`config.mk`:
```
export PLATFORM = sky130hd
export DESIGN_NAME = group_max_mask_top
export DESIGN_NICKNAME = d
export VERILOG_FILES = /design/src/hw/rtl/gmm_pkg.sv /design/src/hw/rtl/gmm_ram.sv /design/src/hw/rtl/group_max_mask_top.sv
export SDC_FILE = /design/constraint.sdc
export NUM_CORES = 2
export LEC_CHECK = 0
export ABC_AREA = 1
export BUFFER_PORTS_ARGS = -buffer_cell sky130_fd_sc_hd__buf_2
export CORE_MARGIN = 3
export CORE_UTILIZATION = 60
export DETAILED_ROUTE_END_ITERATION = 16
export GPL_ROUTABILITY_DRIVEN = 0
export HOLD_SLACK_MARGIN = 0.03
export PLACE_DENSITY = 0.73
export SLEW_MARGIN = 20
export SYNTH_ARGS = -nofsm -noshare
export SYNTH_HDL_FRONTEND = slang
export SYNTH_SLANG_ARGS = --single-unit
```
`constraint.sdc`:
```
create_clock -name clk -period 3.64 [get_ports clk]
set_clock_uncertainty 0.1 [all_clocks]
set_input_delay 0.182 -clock clk [delete_from_list [all_inputs] [get_ports clk]]
set_output_delay 0.182 -clock clk [all_outputs]
set_load 0.01 [all_outputs]
```
`src/hw/rtl/gmm_pkg.sv`:
```
// ----------------------------------------------------------------------------
// gmm_pkg
// shared constants for the per-group maximum mask block
// ----------------------------------------------------------------------------
package gmm_pkg;

    localparam int MAX_ITEMS  = 64;
    localparam int GROUPS     = 16;
    localparam int SCORE_BITS = 16;

    localparam int GROUP_W = $clog2(GROUPS);
    localparam int IDX_W   = $clog2(MAX_ITEMS);
    localparam int CNT_W   = $clog2(MAX_ITEMS + 1);
    localparam int ITEM_W  = SCORE_BITS + GROUP_W;

    // port field widths
    localparam int SCORE_IN_W  = 16;
    localparam int GROUP_IN_W  = 4;
    localparam int POS_W       = 6;
    localparam int S_TDATA_W   = 24;
    localparam int M_TDATA_W   = 8;

endpackage

```
`src/hw/rtl/gmm_ram.sv`:
```
// ----------------------------------------------------------------------------
// gmm_ram
// simple dual-port ram, one write and one registered read per cycle
// ----------------------------------------------------------------------------
module gmm_ram #(
    parameter int WIDTH = 8,
    parameter int DEPTH = 16,
    localparam int AW = (DEPTH > 1) ? $clog2(DEPTH) : 1
) (
    input  logic             clk,
    input  logic             wr_en,
    input  logic [AW-1:0]    wr_addr,
    input  logic [WIDTH-1:0] wr_data,
    input  logic             rd_en,
    input  logic [AW-1:0]    rd_addr,
    output logic [WIDTH-1:0] rd_data
);

    logic [WIDTH-1:0] mem [DEPTH];

    always_ff @(posedge clk)
    begin
        if (wr_en)
        begin
            mem[wr_addr] <= wr_data;
        end
        if (rd_en)
        begin
            rd_data <= mem[rd_addr];
        end
    end

endmodule

```
`src/hw/rtl/group_max_mask_top.sv`:
```
// ----------------------------------------------------------------------------
// group_max_mask_top
// buffers one set of scored items, keeps a running maximum per group and
// replays the set with a flag on every item that matches its group maximum
// ----------------------------------------------------------------------------
// load: accept a transfer, then the group table read-modify-write; no new transfer meanwhile
// replay: after the set_end transfer, the table update, item read, group table read and
//   compare states precede the first result; each later result repeats the item read
//   feeding the group table read and the compare, which waits while the output is stalled
// reset: control, count, overflow and seen bits clear; rams are not cleared
// ----------------------------------------------------------------------------
module group_max_mask_top (
    input  logic                           clk,
    input  logic                           rst_n,
    input  logic                           s_tvalid,
    output logic                           s_tready,
    input  logic [gmm_pkg::S_TDATA_W-1:0]  s_tdata,  // score[15:0], group[19:16], zero
    input  logic                           s_tlast,
    output logic                           m_tvalid,
    input  logic                           m_tready,
    output logic [gmm_pkg::M_TDATA_W-1:0]  m_tdata,  // selected[0], position[6:1], zero
    output logic                           m_tlast,
    output logic                           m_tuser   // overflowed
);

    typedef enum logic [2:0] {
        ST_IDLE,
        ST_UPD,
        ST_RITEM,
        ST_RGRP,
        ST_RCMP
    } state_t;

    state_t                          state_reg, state_next;
    logic [gmm_pkg::CNT_W-1:0]       count_reg, count_next;
    logic                            ovf_reg, ovf_next;
    logic [gmm_pkg::GROUPS-1:0]      seen_reg, seen_next;
    logic [gmm_pkg::IDX_W-1:0]       kidx_reg, kidx_next;
    logic                            kept_reg, kept_next;
    logic                            last_reg, last_next;
    logic [gmm_pkg::SCORE_BITS-1:0]  score_reg, score_next;
    logic [gmm_pkg::GROUP_W-1:0]     grp_reg, grp_next;
    logic                            mvalid_reg, mvalid_next;
    logic                            sel_reg, sel_next;
    logic [gmm_pkg::POS_W-1:0]       pos_reg, pos_next;
    logic                            fin_reg, fin_next;
    logic                            movf_reg, movf_next;

    logic                            in_xfer;
    logic [gmm_pkg::SCORE_BITS-1:0]  in_score;
    logic [gmm_pkg::GROUP_W-1:0]     in_grp;
    logic                            has_room;
    logic                            out_free;
    logic                            is_final;

    logic                            item_we, item_re;
    logic [gmm_pkg::IDX_W-1:0]       item_waddr, item_raddr;
    logic [gmm_pkg::ITEM_W-1:0]      item_wdata, item_rdata;
    logic                            gmax_we, gmax_re;
    logic [gmm_pkg::GROUP_W-1:0]     gmax_waddr, gmax_raddr;
    logic [gmm_pkg::SCORE_BITS-1:0]  gmax_wdata, gmax_rdata;

    assign s_tready = (state_reg == ST_IDLE);
    assign in_xfer  = s_tvalid && s_tready;
    assign in_score = s_tdata[gmm_pkg::SCORE_BITS-1:0];
    assign in_grp   = s_tdata[gmm_pkg::SCORE_IN_W +: gmm_pkg::GROUP_W];
    assign has_room = (count_reg < gmm_pkg::CNT_W'(gmm_pkg::MAX_ITEMS));
    assign out_free = !mvalid_reg || m_tready;
    assign is_final = ((gmm_pkg::CNT_W'(kidx_reg) + gmm_pkg::CNT_W'(1)) == count_reg);

    // item buffer
    assign item_we    = in_xfer && has_room;
    assign item_waddr = count_reg[gmm_pkg::IDX_W-1:0];
    assign item_wdata = {in_grp, in_score};
    assign item_re    = (state_reg == ST_RITEM);
    assign item_raddr = kidx_reg;

    // group maximum table
    assign gmax_re    = in_xfer || (state_reg == ST_RGRP);
    assign gmax_raddr = (state_reg == ST_RGRP) ?
                        item_rdata[gmm_pkg::SCORE_BITS +: gmm_pkg::GROUP_W] : in_grp;
    assign gmax_we    = (state_reg == ST_UPD) && kept_reg &&
                        (!seen_reg[grp_reg] || ($signed(score_reg) > $signed(gmax_rdata)));
    assign gmax_waddr = grp_reg;
    assign gmax_wdata = score_reg;

    gmm_ram #(
        .WIDTH (gmm_pkg::ITEM_W),
        .DEPTH (gmm_pkg::MAX_ITEMS)
    ) u_item_ram (
        .clk     (clk),
        .wr_en   (item_we),
        .wr_addr (item_waddr),
        .wr_data (item_wdata),
        .rd_en   (item_re),
        .rd_addr (item_raddr),
        .rd_data (item_rdata)
    );

    gmm_ram #(
        .WIDTH (gmm_pkg::SCORE_BITS),
        .DEPTH (gmm_pkg::GROUPS)
    ) u_gmax_ram (
        .clk     (clk),
        .wr_en   (gmax_we),
        .wr_addr (gmax_waddr),
        .wr_data (gmax_wdata),
        .rd_en   (gmax_re),
        .rd_addr (gmax_raddr),
        .rd_data (gmax_rdata)
    );

    always_comb
    begin
        state_next  = state_reg;
        count_next  = count_reg;
        ovf_next    = ovf_reg;
        seen_next   = seen_reg;
        kidx_next   = kidx_reg;
        kept_next   = kept_reg;
        last_next   = last_reg;
        score_next  = score_reg;
        grp_next    = grp_reg;
        mvalid_next = mvalid_reg && !m_tready;
        sel_next    = sel_reg;
        pos_next    = pos_reg;
        fin_next    = fin_reg;
        movf_next   = movf_reg;

        unique case (state_reg)
            ST_IDLE:
            begin
                if (in_xfer)
                begin
                    score_next = in_score;
                    grp_next   = in_grp;
                    last_next  = s_tlast;
                    kept_next  = has_room;
                    if (has_room)
                    begin
                        count_next = count_reg + gmm_pkg::CNT_W'(1);
                    end
                    else
                    begin
                        ovf_next = 1'b1;
                    end
                    state_next = ST_UPD;
                end
            end
            ST_UPD:
            begin
                if (kept_reg)
                begin
                    seen_next[grp_reg] = 1'b1;
                end
                kidx_next  = '0;
                state_next = last_reg ? ST_RITEM : ST_IDLE;
            end
            ST_RITEM:
            begin
                state_next = ST_RGRP;
            end
            ST_RGRP:
            begin
                score_next = item_rdata[gmm_pkg::SCORE_BITS-1:0];
                grp_next   = item_rdata[gmm_pkg::SCORE_BITS +: gmm_pkg::GROUP_W];
                state_next = ST_RCMP;
            end
            ST_RCMP:
            begin
                if (out_free)
                begin
                    mvalid_next = 1'b1;
                    sel_next    = seen_reg[grp_reg] && (gmax_rdata == score_reg);
                    pos_next    = gmm_pkg::POS_W'(kidx_reg);
                    fin_next    = is_final;
                    movf_next   = ovf_reg;
                    if (is_final)
                    begin
                        seen_next  = '0;
                        count_next = '0;
                        ovf_next   = 1'b0;
                        state_next = ST_IDLE;
                    end
                    else
                    begin
                        kidx_next  = kidx_reg + gmm_pkg::IDX_W'(1);
                        state_next = ST_RITEM;
                    end
                end
            end
            default:
            begin
                state_next = ST_IDLE;
            end
        endcase
    end

    always_ff @(posedge clk or negedge rst_n)
    begin
        if (!rst_n)
        begin
            state_reg  <= ST_IDLE;
            count_reg  <= '0;
            ovf_reg    <= 1'b0;
            seen_reg   <= '0;
            mvalid_reg <= 1'b0;
        end
        else
        begin
            state_reg  <= state_next;
            count_reg  <= count_next;
            ovf_reg    <= ovf_next;
            seen_reg   <= seen_next;
            mvalid_reg <= mvalid_next;
        end
    end

    // payload, no reset
    always_ff @(posedge clk)
    begin
        kidx_reg  <= kidx_next;
        kept_reg  <= kept_next;
        last_reg  <= last_next;
        score_reg <= score_next;
        grp_reg   <= grp_next;
        sel_reg   <= sel_next;
        pos_reg   <= pos_next;
        fin_reg   <= fin_next;
        movf_reg  <= movf_next;
    end

    assign m_tvalid = mvalid_reg;
    assign m_tdata  = {{(gmm_pkg::M_TDATA_W - gmm_pkg::POS_W - 1){1'b0}}, pos_reg, sel_reg};
    assign m_tlast  = fin_reg;
    assign m_tuser  = movf_reg;

endmodule

```
; Word level (Yosys, flattened, before mapping)
; Memory sizes are Yosys's and may differ from the RTL's. A register that Yosys moved wholly into a read port is not among the register bits.
; Cells that the tools add are included.
[word_totals]
regBits = 65
mem_bits_rw = 1536
input_bits = 29
out_inout_bits = 12
n_memories = 2
[op_classes]
addsub = 3
magnitude_cmp = 4
n_eq_ne = 13
muxes = 37
bitwise = 1
n_reduce_logical = 25
[memory_table]
columns = memory, depth, width, rd, rd_ports_with_merged_regs, wr, line
row1 = u_item_ram.mem, 64, 20, 1, 1, 1, gmm_ram.sv:19  ; logic [WIDTH-1:0] mem [DEPTH];
row2 = u_gmax_ram.mem, 16, 16, 1, 1, 1, gmm_ram.sv:19
[op_table]
columns = cell, n
row1 = two-way mux 16 bit, 4
row2 = one-hot mux 16 bit (2 select lines), 2
row3 = two-way mux 7 bit, 4
row4 = equality test 16 bit, 1
row5 = > comparator 16 bit, 1
row6 = bitwise OR 16 bit, 1
row7 = one-hot mux 3 bit (5 select lines), 1
row8 = one-hot mux 7 bit (2 select lines), 1
row9 = two-way mux 1 bit, 12
row10 = two-way mux 6 bit, 2
row11 = one-hot mux 6 bit (2 select lines), 1
row12 = inequality test 2 bit (second input constant), 5
row13 = AND reduction 5 bit, 2
row14 = two-way mux 4 bit, 2
row15 = one-hot mux 4 bit (2 select lines), 1
row16 = AND reduction 2 bit, 4
row17 = adder 6 x 1 -> 7 bit (second input constant), 1
row18 = adder 7 x 1 -> 7 bit (second input constant), 1
row19 = equality test 7 bit, 1
row20 = logical AND 1 bit, 7
row21 = less-than comparator 7 bit (second input constant), 1
row22 = adder 6 x 1 -> 6 bit (second input constant), 1
row23 = equality test 3 x 2 -> 1 bit (second input constant), 2
row24 = two-way mux 3 bit, 2
row25 = other kinds (15), 23

; Longest topological paths before layout
[logic_depth]
depth_word = 7
mapped_depth = 15
depth_no_buf = 14

; Hierarchy
; Synthesis repeated with hierarchy kept, for this count alone.
[hier_totals]
hier_cells = 5878
area_unflattened_um2 = 67587.3
[by_module_without_submodules]
columns = mod, instances, cells_each, area_each_um2, seq_area_each_um2
row1 = gmm_ram (u_item_ram), 1, 4373, 52323.9, 39037.4
row2 = gmm_ram (u_gmax_ram), 1, 1074, 11541.1, 8167.8
row3 = group_max_mask_top, 1, 431, 3722.3, 1811.7

; Least setup slack after synthesis
; Ideal clock, no wire load.
[synth_timing]
path_type = reg-to-reg
start = register score_reg, in the netlist gmax_wdata[15]
end = memory u_gmax_ram.mem[15][0] (netlist bit) (enable)
arrival_ns = 2.521
required_ns = 3.151
setup_slack_ns = 0.630
path_stages_with_launch = 11
path_buffers = 1
period_less_slack_ns = 3.010
path_cell_list = edfxtp_1 -> ha_1 -> nand2_1 -> nor4_1 -> nand2_1 -> nand2_1 -> nand2_1 -> nand3_1 -> nand2_2 -> buf_6 -> nor2_1
[synth_between]
elab_chain_len = 5
[synth_lines]
columns = item, line
row1 = "start, declared", group_max_mask_top.sv:41  ; logic [gmm_pkg::SCORE_BITS-1:0] score_reg, score_next;
row2 = "start signal, assigned", group_max_mask_top.sv:225  ; score_reg <= score_next;
row3 = > comparator 16 bit, group_max_mask_top.sv:83  ; (!seen_reg[grp_reg] || ($signed(score_reg) > $signed(gmax_rdata)));
row4 = logical OR 1 bit, group_max_mask_top.sv:83
row5 = logical AND 1 bit, group_max_mask_top.sv:82  ; assign gmax_we = (state_reg == ST_UPD) && kept_reg &&
row6 = two-way mux 1 bit, gmm_ram.sv:23  ; if (wr_en)
row7 = two-way mux 1 bit (implied by the code), gmm_ram.sv:25  ; mem[wr_addr] <= wr_data;
row8 = "end, declared", gmm_ram.sv:19
; No other way between the ends.

; Final worst setup path
[layout_timing]
start = register state_reg[1]
end = memory u_item_ram.mem[48][4] (netlist bit) (enable)
[layout_between]
elab_chain_len = 5
[layout_lines]
columns = item, line
row1 = "start, declared", group_max_mask_top.sv:34  ; state_t state_reg, state_next;
row2 = "start signal, assigned", group_max_mask_top.sv:211  ; state_reg <= state_next;
row3 = zero test 3 bit, group_max_mask_top.sv:63  ; assign s_tready = (state_reg == ST_IDLE);
row4 = logical AND 1 bit, group_max_mask_top.sv:64  ; assign in_xfer = s_tvalid && s_tready;
row5 = logical AND 1 bit, group_max_mask_top.sv:72  ; assign item_we = in_xfer && has_room;
row6 = two-way mux 1 bit, gmm_ram.sv:23
row7 = two-way mux 1 bit (implied by the code), gmm_ram.sv:25
row8 = "end, declared", gmm_ram.sv:19
; No other way between the ends.

==> results.json <==
{
  "regMostFlops": "u_item_ram.mem",
  "final.hold.worst_slack_ns": 0.0593,
  "power_per_cell_area_nw_per_um2": 742,
  "power_consumption_mw": 54.6,
  "die_footprint_um2": 114000,
  "post_cts_buffers": 0,
  "max_cap_viol_count": 0,
  "ant_nets": 0,
  "ys_seq_area_frac": 0.745,
  "layout-drive-gt1-share": 0.105,
  "synth.ff_latch_count": 1637,
  "routed_wire_length_per_instance_um": 24.0,
  "antenna-diode-count": 0,
  "setup.worst_path.end_class": "register",
  "start_util": 0.609,
  "mostFrequentLayoutCells": "sky130_fd_sc_hd__edfxtp_1, sky130_fd_sc_hd__nor2_1, sky130_fd_sc_hd__nand2_1, sky130_fd_sc_hd__o21ai_0, sky130_fd_sc_hd__o22ai_1",
  "rsz0062_at_grt": "no",
  "post-route-drc-count": 0,
  "timing.hold.worst.class": "primary input to register",
  "clk_transition_reported_paths_ns": 0.06,
  "number_of_global_route_vias_before_repair": 40100,
  "final_core_util": 0.682,
  "cts_inserted_buffers": 160,
  "timing.reg2reg.setup_slack_ns": 0.58,
  "grt.total_usage": 0.291,
  "cp_slowest_cell": "sky130_fd_sc_hd__nand3_2",
  "cts_repair_resize_count": 0,
  "number_of_levels_in_the_clock_h_tree": 4,
  "path_cells": "nor2_1 -> inv_1 -> nor2_2 -> inv_1 -> nor2_1 -> nand2_1 -> nor2_1 -> nand3_2 -> nor2_2 -> buf_4",
  "reg2reg_from": "state_reg[1]",
  "worst_path_largest_cell_delay_ns": 0.53,
  "floorplan.rows": 120,
  "period_needed_ns": 3.06,
  "die_height_um": 337,
  "grt_overflow_total": 0,
  "clock.fmax_mhz": 327,
  "leakage_nw": 25.1,
  "post_syn_area_per_cell_um2": 12.4,
  "drt_first_pass_iters": 6,
  "most_common_cell_on_crit_path": "sky130_fd_sc_hd__nor2_1",
  "die_x_um": 337,
  "cts_hold_buffers": 16,
  "num_vias": 42900,
  "largestRegisters": "u_item_ram.mem: 1280 flops, u_gmax_ram.mem: 256 flops, u_item_ram.rd_data: 20 flops",
  "synthesis.instances": 5315,
  "dpl.cell_count": 6617,
  "fill_cells": 7367,
  "syn2layout_area_growth_pct": 12.0,
  "tritoncts": "yes",
  "tightestPinTransition_ns": 1.12,
  "total_number_of_nets_in_the_final_design": 5442,
  "number_of_top_level_pins": 41,
  "required_ns": 3.93,
  "worst_hold_path.endpoint": "u_item_ram.mem[3][12]",
  "grt_pass1_wl_um": 247000,
  "crit_path_start_kind": "register",
  "final_std_cell_area_no_fill_um2": 73600,
  "hold_path_depth": 1,
  "layout_commonest_cell": "sky130_fd_sc_hd__edfxtp_1",
  "slew_headroom": 0.254,
  "fin_setup_tns_ns": 0,
  "largest_register_ffs": 1280,
  "worst_min_delay_path_startpoint": "s_tdata[12]",
  "postPlaceCellArea_um2": 68400,
  "slew_viol_final": 0,
  "io_buffer_count": 35,
  "cts.sink_count": 1637,
  "cp_max_fo": 20,
  "status": "complete, no violations",
  "finalSetupViolations": 0,
  "mappedNetlistNets": 5362,
  "hold_viol_final": 0,
  "grt_max_degree": 155,
  "core-area_um2": 108000,
  "detail_routed_via_count_per_cell": 6.20,
  "clk_root_buffer_cell": "sky130_fd_sc_hd__clkbuf_16",
  "detailedRoute.firstIterationViolations": 6027,
  "yosys_warnings": 0,
  "cell_variety_after_synth": 39,
  "regToRegEndpoint": "u_item_ram.mem[48][4]",
  "timing.final.crit_share": 0.840,
  "totalWireLength_um": 166000,
  "critPathArrivalTime_ns": 3.35,
  "antenna_found_initial": 5,
  "final_critical_path_setup_slack_ns": 0.582,
  "clk-insertion-delay-late_ns": 0.75,
  "place_worst_setup_slack_ns": 0.624,
  "cts-root-to-sink-buffers": 3,
  "criticalPathCategory": "register to register",
  "worst_ir_drop_vdd_v": 0.000774,
  "r2r.worst_path.cells": 10,
  "post_synthesis_instance_area_um2": 65800,
  "layout_cells_excl_fill": 6922,
  "dpl.hpwl_um": 92700
}
## critical path, delay by kind of cell (launching register included)
family                 cells  cell delay, ns
buffers and inverters      3            0.59
and+or+nand+nor            7            1.58
DFF                        1            0.43
## worst max-delay path by stage
stage                         startpoint                     end  slack, ns
final                       state_reg[1]   u_item_ram.mem[48][4]       0.58
after global routing        state_reg[1]  u_item_ram.mem[48][18]       0.40
after CTS                   state_reg[1]  u_item_ram.mem[54][10]       0.62
after detailed placement    state_reg[1]   u_item_ram.mem[54][7]       0.62
after global placement      state_reg[1]   u_item_ram.mem[54][0]       0.72
after floorplan           gmax_wdata[15]   u_gmax_ram.mem[15][0]       0.63
## final cells by class
cell class                      instances  area [um2]  area share
Clock buffer                          193        4250      0.0578
Clock inverter                         93         759      0.0103
Inverter                              147         573     0.00778
Multi-Input combinational cell       3196       14900       0.202
Sequential cell                      1637       49000       0.666
Tap cell                             1403        1760      0.0238
Timing Repair Buffer                  253        2370      0.0322
## report_power, final
group / leakage (nW) / switching [mW] / internal [mW]
clock: 2.44 / 6.74 / 9.08
sequential: 14.9 / 0.431 / 21.9
combinational: 7.78 / 11.8 / 4.58
## Yosys cell counts (all sizes together)
cell type	number	area share
dfrtp	28	0.011
buf	132	0.011
xor2	1	0.00013
o21a	1	0.00011
nand4	2	0.00019
a211oi	1	0.00011
a21oi	54	0.0041
o22ai	316	0.030
inv	141	0.0081
nand3	200	0.016
nor3	5	0.00038
nor2	923	0.053
clkbuf	203	0.012
edfxtp	1609	0.73
nor4	2	0.00019
o211ai	82	0.0094
ha	18	0.0034
or2	13	0.0012
o21ai	754	0.058
o21bai	4	0.00046
nand2	819	0.047
conb	1	0.000057
clkinv	6	0.00034
## kinds of logic (layout without fill, tap and decap cells)
group | after synthesis | after routing | share of synthesized area
AOI/OAI and AO/OA | 1212 | 1212 | 0.102
xor gates and xnor gates | 1 | 1 | 0.000133
adders and majority gates | 18 | 18 | 0.00343
buffers and inverters | 482 | 686 | 0.0311
DFF | 1637 | 1637 | 0.745
other | 1 | 1 | 0.0000570
and+or+nand+nor | 1964 | 1964 | 0.118
## routing by layer
| metal | vias to the layer above | track usage | wire, um |
|---|---|---|---|
| li1 | 19300 | - | - |
| met1 | 20900 | 0.412 | 64600 |
| met2 | 2358 | 0.452 | 77300 |
| met3 | 336 | 0.0557 | 18100 |
| met4 | 4 | 0.114 | 6240 |
| met5 | - | 0 | 23 |
(Power assumes the default switching activity.)
